$ cat src/rtl/tcw_pkg.sv
// ----------------------------------------------------------------------------
// tcw_pkg
// Shared widths, command codes, character codes and the result type of the
// text console writer.
// ----------------------------------------------------------------------------
package tcw_pkg;

    localparam int CMD_W    = 2;
    localparam int CHAR_W   = 8;
    localparam int CURSOR_W = 11;
    localparam int WORD_W   = 16;
    localparam int ATTR_W   = 8;

    localparam int DEFAULT_COLUMNS = 80;
    localparam int DEFAULT_ROWS    = 25;
    localparam int TAB_STOP        = 8;

    localparam logic [ATTR_W-1:0] ATTR_RESET = 8'h0F;

    localparam logic [CMD_W-1:0] CMD_PUT   = 2'd0;
    localparam logic [CMD_W-1:0] CMD_CLEAR = 2'd1;
    localparam logic [CMD_W-1:0] CMD_READ  = 2'd2;

    localparam logic [CHAR_W-1:0] CH_BACKSPACE = 8'h08;
    localparam logic [CHAR_W-1:0] CH_TAB       = 8'h09;
    localparam logic [CHAR_W-1:0] CH_LF        = 8'h0A;
    localparam logic [CHAR_W-1:0] CH_CR        = 8'h0D;
    localparam logic [CHAR_W-1:0] CH_SPACE     = 8'h20;
    localparam logic [CHAR_W-1:0] CH_TILDE     = 8'h7E;

    typedef struct packed {
        logic [CURSOR_W-1:0] cursor_location;
        logic [WORD_W-1:0]   cell_word;
        logic                scrolled;
    } tcw_result_t;

endpackage

$ cat src/rtl/tcw_if.sv
// ----------------------------------------------------------------------------
// tcw_if
// Valid/ready channels of the text console writer: request, response and
// attribute write.
// ----------------------------------------------------------------------------
interface tcw_in_if;
    import tcw_pkg::*;

    logic                valid;
    logic                ready;
    logic [CMD_W-1:0]    cmd;
    logic [CHAR_W-1:0]   char_code;
    logic [CURSOR_W-1:0] cell_index;

    modport source (output valid, output cmd, output char_code, output cell_index,
                    input ready);
    modport sink (input valid, input cmd, input char_code, input cell_index,
                  output ready);
endinterface


$ cat src/rtl/tcw_engine.sv
// ----------------------------------------------------------------------------
// tcw_engine
// Cursor state and command sequencer: interprets put bytes, walks the screen
// memory for reset fill, clear and scroll, and forms the result.
// ----------------------------------------------------------------------------
module tcw_engine #(
    parameter int COLUMNS = tcw_pkg::DEFAULT_COLUMNS,
    parameter int ROWS    = tcw_pkg::DEFAULT_ROWS,
    parameter int CELLS   = COLUMNS * ROWS,
    parameter int AW      = $clog2(CELLS)
) (
    input  logic                       clk,
    input  logic                       rst_n,
    tcw_in_if.sink                     req,
    input  logic [tcw_pkg::ATTR_W-1:0] attribute,
    output tcw_pkg::tcw_result_t       res,
    output logic                       res_valid,
    input  logic                       res_ready,
    output logic                       mem_we,
    output logic [AW-1:0]              mem_waddr,
    output logic [tcw_pkg::WORD_W-1:0] mem_wdata,
    output logic                       mem_re,
    output logic [AW-1:0]              mem_raddr,
    input  logic [tcw_pkg::WORD_W-1:0] mem_rdata
);
    import tcw_pkg::*;

    localparam int SHIFT_CELLS = (ROWS - 1) * COLUMNS;
    localparam int CW  = $clog2(COLUMNS + TAB_STOP);
    localparam int RW  = $clog2(ROWS + 1);
    localparam int LXW = (AW > CURSOR_W) ? AW : CURSOR_W;
    localparam int IXW = (AW + 1 > CURSOR_W) ? AW + 1 : CURSOR_W;

    typedef enum logic [2:0] {
        ST_INIT,
        ST_IDLE,
        ST_SCROLL,
        ST_CLEAR,
        ST_LOC
    } state_t;

    state_t            state_reg, state_next;
    logic [CW-1:0]     col_reg, col_next;
    logic [RW-1:0]     row_reg, row_next;
    logic [LXW-1:0]    loc_reg, loc_next;
    logic [AW-1:0]     walk_reg, walk_next;
    logic              pend_valid_reg, pend_valid_next;
    logic [AW-1:0]     pend_addr_reg, pend_addr_next;
    logic              pend_blank_reg, pend_blank_next;
    logic              scrolled_reg, scrolled_next;
    logic              hit_reg, hit_next;

    logic              accept;
    logic              walk_last;
    logic              walk_in_shift;
    logic [AW:0]       walk_src;
    logic [IXW-1:0]    idx_ext;
    logic              idx_hit;
    logic              printable;
    logic [WORD_W-1:0] blank;
    logic [LXW-1:0]    loc_calc;
    logic [CW-1:0]     col_t;
    logic [RW-1:0]     row_t;

    assign accept        = req.valid && req.ready;
    assign req.ready     = (state_reg == ST_IDLE);
    assign walk_last     = (walk_reg == AW'(CELLS - 1));
    assign walk_in_shift = ({1'b0, walk_reg} < (AW + 1)'(SHIFT_CELLS));
    assign walk_src      = {1'b0, walk_reg} + (AW + 1)'(COLUMNS);
    assign idx_ext       = IXW'(req.cell_index);
    assign idx_hit       = (idx_ext < IXW'(CELLS));
    assign printable     = (req.char_code inside {[CH_SPACE:CH_TILDE]});
    assign blank         = {attribute, CH_SPACE};
    assign loc_calc      = LXW'(row_reg) * LXW'(COLUMNS) + LXW'(col_reg);

    assign res_valid           = (state_reg == ST_LOC);
    assign res.cursor_location = loc_calc[CURSOR_W-1:0];
    assign res.cell_word       = hit_reg ? mem_rdata : '0;
    assign res.scrolled        = scrolled_reg;

    // cursor update for a put byte
    always_comb
    begin
        col_t = col_reg;
        row_t = row_reg;
        case (req.char_code)
            CH_BACKSPACE:
            begin
                if (col_reg != '0)
                begin
                    col_t = col_reg - CW'(1);
                end
            end
            CH_TAB:    col_t = (col_reg + CW'(TAB_STOP)) & ~CW'(TAB_STOP - 1);
            CH_CR:     col_t = '0;
            CH_LF:
            begin
                col_t = '0;
                row_t = row_reg + RW'(1);
            end
            default:
            begin
                if (printable)
                begin
                    col_t = col_reg + CW'(1);
                end
            end
        endcase
        if (col_t >= CW'(COLUMNS))
        begin
            col_t = '0;
            row_t = row_t + RW'(1);
        end
    end

    // memory ports: pending scroll write first, then fill walks, then put
    always_comb
    begin
        mem_we    = 1'b0;
        mem_waddr = loc_reg[AW-1:0];
        mem_wdata = {attribute, req.char_code};
        mem_re    = 1'b0;
        mem_raddr = walk_src[AW-1:0];
        if (pend_valid_reg)
        begin
            mem_we    = 1'b1;
            mem_waddr = pend_addr_reg;
            mem_wdata = pend_blank_reg ? blank : mem_rdata;
        end
        else if (state_reg == ST_INIT || state_reg == ST_CLEAR)
        begin
            mem_we    = 1'b1;
            mem_waddr = walk_reg;
            mem_wdata = (state_reg == ST_INIT) ? '0 : blank;
        end
        else if (accept && req.cmd == CMD_PUT && printable)
        begin
            mem_we = 1'b1;
        end

        if (state_reg == ST_SCROLL)
        begin
            mem_re = walk_in_shift;
        end
        else if (accept && req.cmd == CMD_READ)
        begin
            mem_re    = idx_hit;
            mem_raddr = idx_ext[AW-1:0];
        end
    end

    always_comb
    begin
        state_next      = state_reg;
        col_next        = col_reg;
        row_next        = row_reg;
        loc_next        = loc_reg;
        walk_next       = walk_reg;
        pend_valid_next = 1'b0;
        pend_addr_next  = pend_addr_reg;
        pend_blank_next = pend_blank_reg;
        scrolled_next   = scrolled_reg;
        hit_next        = hit_reg;
        case (state_reg)
            ST_INIT:
            begin
                walk_next = walk_reg + AW'(1);
                if (walk_last)
                begin
                    walk_next  = '0;
                    state_next = ST_IDLE;
                end
            end
            ST_IDLE:
            begin
                if (accept)
                begin
                    scrolled_next = 1'b0;
                    hit_next      = 1'b0;
                    walk_next     = '0;
                    state_next    = ST_LOC;
                    case (req.cmd)
                        CMD_PUT:
                        begin
                            col_next = col_t;
                            row_next = row_t;
                            if (row_t >= RW'(ROWS))
                            begin
                                row_next      = RW'(ROWS - 1);
                                scrolled_next = 1'b1;
                                state_next    = ST_SCROLL;
                            end
                        end
                        CMD_CLEAR:
                        begin
                            col_next   = '0;
                            row_next   = '0;
                            state_next = ST_CLEAR;
                        end
                        CMD_READ:  hit_next = idx_hit;
                        default:   hit_next = 1'b0;
                    endcase
                end
            end
            ST_SCROLL:
            begin
                // read one row below, write back in the next cycle
                pend_valid_next = 1'b1;
                pend_addr_next  = walk_reg;
                pend_blank_next = !walk_in_shift;
                walk_next       = walk_reg + AW'(1);
                if (walk_last)
                begin
                    state_next = ST_LOC;
                end
            end
            ST_CLEAR:
            begin
                walk_next = walk_reg + AW'(1);
                if (walk_last)
                begin
                    state_next = ST_LOC;
                end
            end
            ST_LOC:
            begin
                if (res_ready)
                begin
                    loc_next   = loc_calc;
                    state_next = ST_IDLE;
                end
            end
            default:   state_next = ST_IDLE;
        endcase
    end

    always_ff @(posedge clk or negedge rst_n)
    begin
        if (!rst_n)
        begin
            state_reg      <= ST_INIT;
            col_reg        <= '0;
            row_reg        <= '0;
            loc_reg        <= '0;
            walk_reg       <= '0;
            pend_valid_reg <= 1'b0;
            scrolled_reg   <= 1'b0;
            hit_reg        <= 1'b0;
        end
        else
        begin
            state_reg      <= state_next;
            col_reg        <= col_next;
            row_reg        <= row_next;
            loc_reg        <= loc_next;
            walk_reg       <= walk_next;
            pend_valid_reg <= pend_valid_next;
            scrolled_reg   <= scrolled_next;
            hit_reg        <= hit_next;
        end
    end

    always_ff @(posedge clk)
    begin
        pend_addr_reg  <= pend_addr_next;
        pend_blank_reg <= pend_blank_next;
    end

endmodule

$ cat src/flat_wrapper.sv
// flat-port wrapper written by rule: the top's interface ports become plain ports
module tcw_engine_flat import tcw_pkg::*;
#(
    parameter int COLUMNS = tcw_pkg::DEFAULT_COLUMNS,
    parameter int ROWS    = tcw_pkg::DEFAULT_ROWS,
    parameter int CELLS   = COLUMNS * ROWS,
    parameter int AW      = $clog2(CELLS)
)
  (clk, rst_n, attribute, res, res_valid, res_ready, mem_we, mem_waddr, mem_wdata, mem_re, mem_raddr, mem_rdata, req_valid, req_cmd, req_char_code, req_cell_index, req_ready);
  tcw_in_if req_i ();
  input  logic clk;
  input  logic rst_n;
  input  logic [tcw_pkg::ATTR_W-1:0] attribute;
  output tcw_pkg::tcw_result_t res;
  output logic res_valid;
  input  logic res_ready;
  output logic mem_we;
  output logic [AW-1:0] mem_waddr;
  output logic [tcw_pkg::WORD_W-1:0] mem_wdata;
  output logic mem_re;
  output logic [AW-1:0] mem_raddr;
  input  logic [tcw_pkg::WORD_W-1:0] mem_rdata;
  input wire logic [$bits(req_i.valid)-1:0] req_valid;
  input wire logic [$bits(req_i.cmd)-1:0] req_cmd;
  input wire logic [$bits(req_i.char_code)-1:0] req_char_code;
  input wire logic [$bits(req_i.cell_index)-1:0] req_cell_index;
  output wire logic [$bits(req_i.ready)-1:0] req_ready;
  assign req_i.valid = req_valid;
  assign req_i.cmd = req_cmd;
  assign req_i.char_code = req_char_code;
  assign req_i.cell_index = req_cell_index;
  assign req_ready = req_i.ready;
  tcw_engine #(.COLUMNS(COLUMNS), .ROWS(ROWS), .CELLS(CELLS), .AW(AW)) u_core (.clk(clk), .rst_n(rst_n), .req(req_i), .attribute(attribute), .res(res), .res_valid(res_valid), .res_ready(res_ready), .mem_we(mem_we), .mem_waddr(mem_waddr), .mem_wdata(mem_wdata), .mem_re(mem_re), .mem_raddr(mem_raddr), .mem_rdata(mem_rdata));
endmodule
$ cat config.mk
export PLATFORM = sky130hd
export DESIGN_NAME = tcw_engine_flat
export DESIGN_NICKNAME = d
export VERILOG_FILES = /design/src/rtl/tcw_pkg.sv /design/src/rtl/tcw_if.sv /design/src/rtl/tcw_engine.sv /design/src/flat_wrapper.sv
export SDC_FILE = /design/constraint.sdc
export NUM_CORES = 1
export LEC_CHECK = 0
export BUFFER_PORTS_ARGS = -buffer_cell sky130_fd_sc_hd__clkbuf_2
export CAP_MARGIN = 30
export CORE_MARGIN = 5
export CORE_UTILIZATION = 45
export DETAILED_ROUTE_END_ITERATION = 8
export PLACE_DENSITY_LB_ADDON = 0.12
export SLEW_MARGIN = 15
export SYNTH_ARGS = -nofsm -noshare
export SYNTH_HDL_FRONTEND = slang
export SYNTH_SLANG_ARGS = --single-unit
$ cat constraint.sdc
create_clock -name clk -period 3.4 [get_ports clk]
set_input_delay 0.68 -clock clk [delete_from_list [all_inputs] [get_ports clk]]
set_output_delay 0.68 -clock clk [all_outputs]
set_load 0.05 [all_outputs]
==> impl.org <==
** Critical path
- Crit end category :: primary output
- For the worst setup path, the data arrival time is 2600 ps.
- Nature of the critical path startpoint :: flop
- At the worst endpoint, the required time is 2720 ps.
- Maximum fanout encountered on the critical timing path :: 3
- Tracing the worst setup path back leads to its startpoint at u_core.row_reg[1].
- Crit Path Class :: flop to primary output
- Startpoint of the most critical register-to-register path :: u_core.col_reg[0]

** Clock network
- Total clock buffers created by CTS :: 5
- CTS Sinks :: 52
- The later pin in the worst-skew pair is clocked with a latency of 310 ps.
- The clock tree synthesis step divided the H-tree into 2 levels.
- TritonCTS clock tree :: built
- In this run the clock root is driven by a clkbuf_8.
- After clock tree synthesis, the flow added hold-fix buffers numbering 0.
- The clock passes through at most 2 buffers.
- CTS clk-pin slew, worst paths :: 100 ps

** Placement
- In this run, placement finished with an instance count of 755.
- Port buffer count :: 118
- Post-detailed-placement half-perimeter wirelength :: 10000 um
- At the end of routability-driven placement, the weighted congestion stood at 0.925.
- Placed instance area :: 5120 um2

** Routing
- Before antenna repair, the detailed router went through 4 iterations.
- Via count :: 4182
- Antenna viol nets, final :: 0
- Final wirelength :: 12600 um
- For this block, the initial DRC count from the detailed router was 209.
- In the routed design, unresolved DRC markers number 0.
- Wire length per cell :: 16.5 um
- Number of vias per cell after detailed routing :: 5.47

** Timing
- Setup violations remaining at the end of the flow were counted as 0.
- Min cycle time layout :: 3280 ps
- Final hold violation count :: 0
- Final number of max-transition violations :: 0
- For the pin with the worst max-slew slack, the measured transition is 817 ps.
- Between clock sinks in the finished design, the worst skew comes to 7.96 ps.
- Part of the cycle the worst path needs :: 0.964
- Timing would allow up to 305 MHz.
- Final setup TNS :: 0 ps
- The worst pin sits at a relative slew slack of 0.455.

** Global routing
- First-pass GRT wire length :: 20400 um
- Number of global-route vias before repair :: 4086
- Entering global routing, the biggest net connects 29 pins.
- GR Util All Layers :: 0.216
- The number of antenna violations at the first check in global routing came to 0.
- Global routing finished with a remaining overflow of 0.

** Floorplan
- The die is 108 um wide.
- From bottom edge to top edge, the die measures 108 um.
- In this run the count of I/O pins placed on the die edge is 119.
- The die covers 11700 um2.
- Initial Utilization :: 0.465
- Site Rows :: 35
- The floorplan step defined a core boundary enclosing 9280 um2.

** Power and ir drop
- Total power consumption of the routed design :: 0.00124 W
- For this design the total switching power over the nets is 0.000379 W.
- VDD sags by at most 0.174 mV.
- Part of the power in combinational logic :: 0.179
- Int Power :: 0.000860 W
- The analysis attributes to cell leakage a power of 2.45 nW.
- Of the total power, the clock network draws 0.290.
- Register share of total power :: 0.531
- Switching Share :: 0.306
- For this design the ratio of total power to cell area is 236 nW/um2.

** Synthesis
- Cell taking the most area after synthesis :: dfrtp_1
- Count of flip-flops with a built-in enable after synthesis :: 12
- Most common flop cell mapped by yosys :: dfrtp_1
- Of the post-synthesis cell area, the dominant cell type holds 0.232.
- YS warnings :: 0
- Counting distinct cell types in the post-synthesis netlist gives 68.
- Fraction of registers with async set/reset :: 0.769
- Cell area after synthesis :: 4320 um2
- Post-synthesis instance total :: 515
- Dividing the synthesized area by the synthesized cell count gives 8.39 um2.
- Synthesized netlist net count :: 586
- Post-synthesis sequential area ratio :: 0.315
- Register bit total from synthesis :: 52
- Largest cells by area after synthesis :: dfrtp_1 (23%), edfxtp_1 (8.3%), nand2_1 (7.0%)

** Flow run
- Max-capacitance violation count :: 0

** Finish
- Share of final-layout standard cells stronger than drive strength 1 :: 0.289
- Core Util, Final :: 0.565
- Final layout net count :: 706
- The finished cells cover 5250 um2.
- The number of antenna diodes in the final layout is 0.
- After the flow finishes, the layout carries non-filler instances totaling 765.
- Area added between synthesis and finish :: 21.4%

** Status
- The flow ran to the end, and the final reports show no timing, DRC or antenna violations.

** Hold path
- Worst min-delay path class :: input port to asynchronous set/reset pin
==> logic make-up after synthesis <==
family	after synthesis	share of synthesized area
simple gates	214	0.249
compound gates	121	0.196
flops	52	0.315
buf+inv	51	0.0533
xor+xnor	34	0.0689
fa+ha+maj	22	0.0672
mux	21	0.0507
==> metal layers <==
layer,vias up,share of wire,track usage
met3,10,0.075,0.0400
met4,0,0.0094,0.0433
met5,-,0,0
li1,2056,-,-
met1,1969,0.46,0.298
met2,147,0.46,0.354
==> critical path, cell delays in order (launching register included) <==
cell and delay [ps]:
dfrtp_1 400, ha_1 300, ha_1 210, inv_1 80, fa_2 470, nor3_2 210
xnor2_1 150, xor2_1 220, buf_4 230
==> area by class of cell <==
type,instances,area [um2]
multi-input cells,412,2750
inverters,21,78.8
repair buffers,143,801
flip-flops and latches,52,1370
well taps,129,161
clock buffers,5,68.8
clock inverters,3,23.8
fillers,880,4040
==> path summary, 6_finish.rpt <==
path,to,slack (ps),cells after the start
worst max-delay path,res[27],120,8
worst min register to register,u_core.loc_reg[8],490,2
worst max register to register,u_core.row_reg[1],440,10
min in group clk,u_core.loc_reg[8],490,2
worst min-delay path,u_core.loc_reg[2],380,1
max in group asynchronous,u_core.row_reg[0],2500,2
==> cells in the mapped netlist, types with 4 or more instances <==
master    number
nand2_1       81
dfrtp_1       40
o22ai_1        5
a31oi_1        4
buf_4          6
and2_1        18
a21oi_1       25
buf_1          4
clkbuf_1      17
nor2_1        46
edfxtp_1      12
xnor2_1       14
mux2_2         7
ha_1          20
a21o_1         5
mux2i_1       14
nand4_1       11
a22o_1        13
nor2b_1        5
nand3_1        7
xor2_1        20
nor3_1         9
inv_1         21
and3_1         4
nor3b_1        4
o31ai_1        5
nand2b_1       7
o21a_1         4
o21ai_0       33
==> metrics by stage <==
stage	setup WS (ps)	hold slack (ps)
floorplan	-93.4	384
global placement	109	468
detailed placement	65.9	469
CTS	33.5	383
global route	-7.63	418
finish	122	375
==> power by group through the flow <==
stage          combinational, W  sequential (W)  clock [W]
2_1_floorplan          0.000140        0.000664          0
3_3_place_gp           0.000217        0.000671          0
3_5_place_dp           0.000222        0.000671          0
4_1_cts                0.000223        0.000658   0.000370
5_1_grt                0.000239        0.000661   0.000389
6_report               0.000222        0.000658   0.000359
==> layout by cell type, fill, tap and decap left out, types with 7 or more instances in the layout <==
| cell | count |
|---|---|
| clkbuf_2 | 117 |
| nand2_1 | 81 |
| nor2_1 | 46 |
| dfrtp_1 | 37 |
| o21ai_0 | 32 |
| buf_4 | 25 |
| a21oi_1 | 24 |
| inv_1 | 21 |
| xor2_1 | 20 |
| ha_1 | 20 |
| and2_1 | 18 |
| xnor2_1 | 14 |
| mux2i_1 | 14 |
| a22o_1 | 13 |
| edfxtp_1 | 12 |
| nand4_1 | 11 |
| nor3_1 | 8 |
| nand2b_1 | 7 |
| mux2_2 | 7 |
| nand3_1 | 7 |
==> timing repair <==
item	4_1_cts	5_1_grt
resized for setup	3	4
pin swaps	0	0
gates cloned	0	0
endpoints found under the setup margin	1	1
buffers inserted	0	2
No activity file was read; power rests on OpenSTA's default activity.
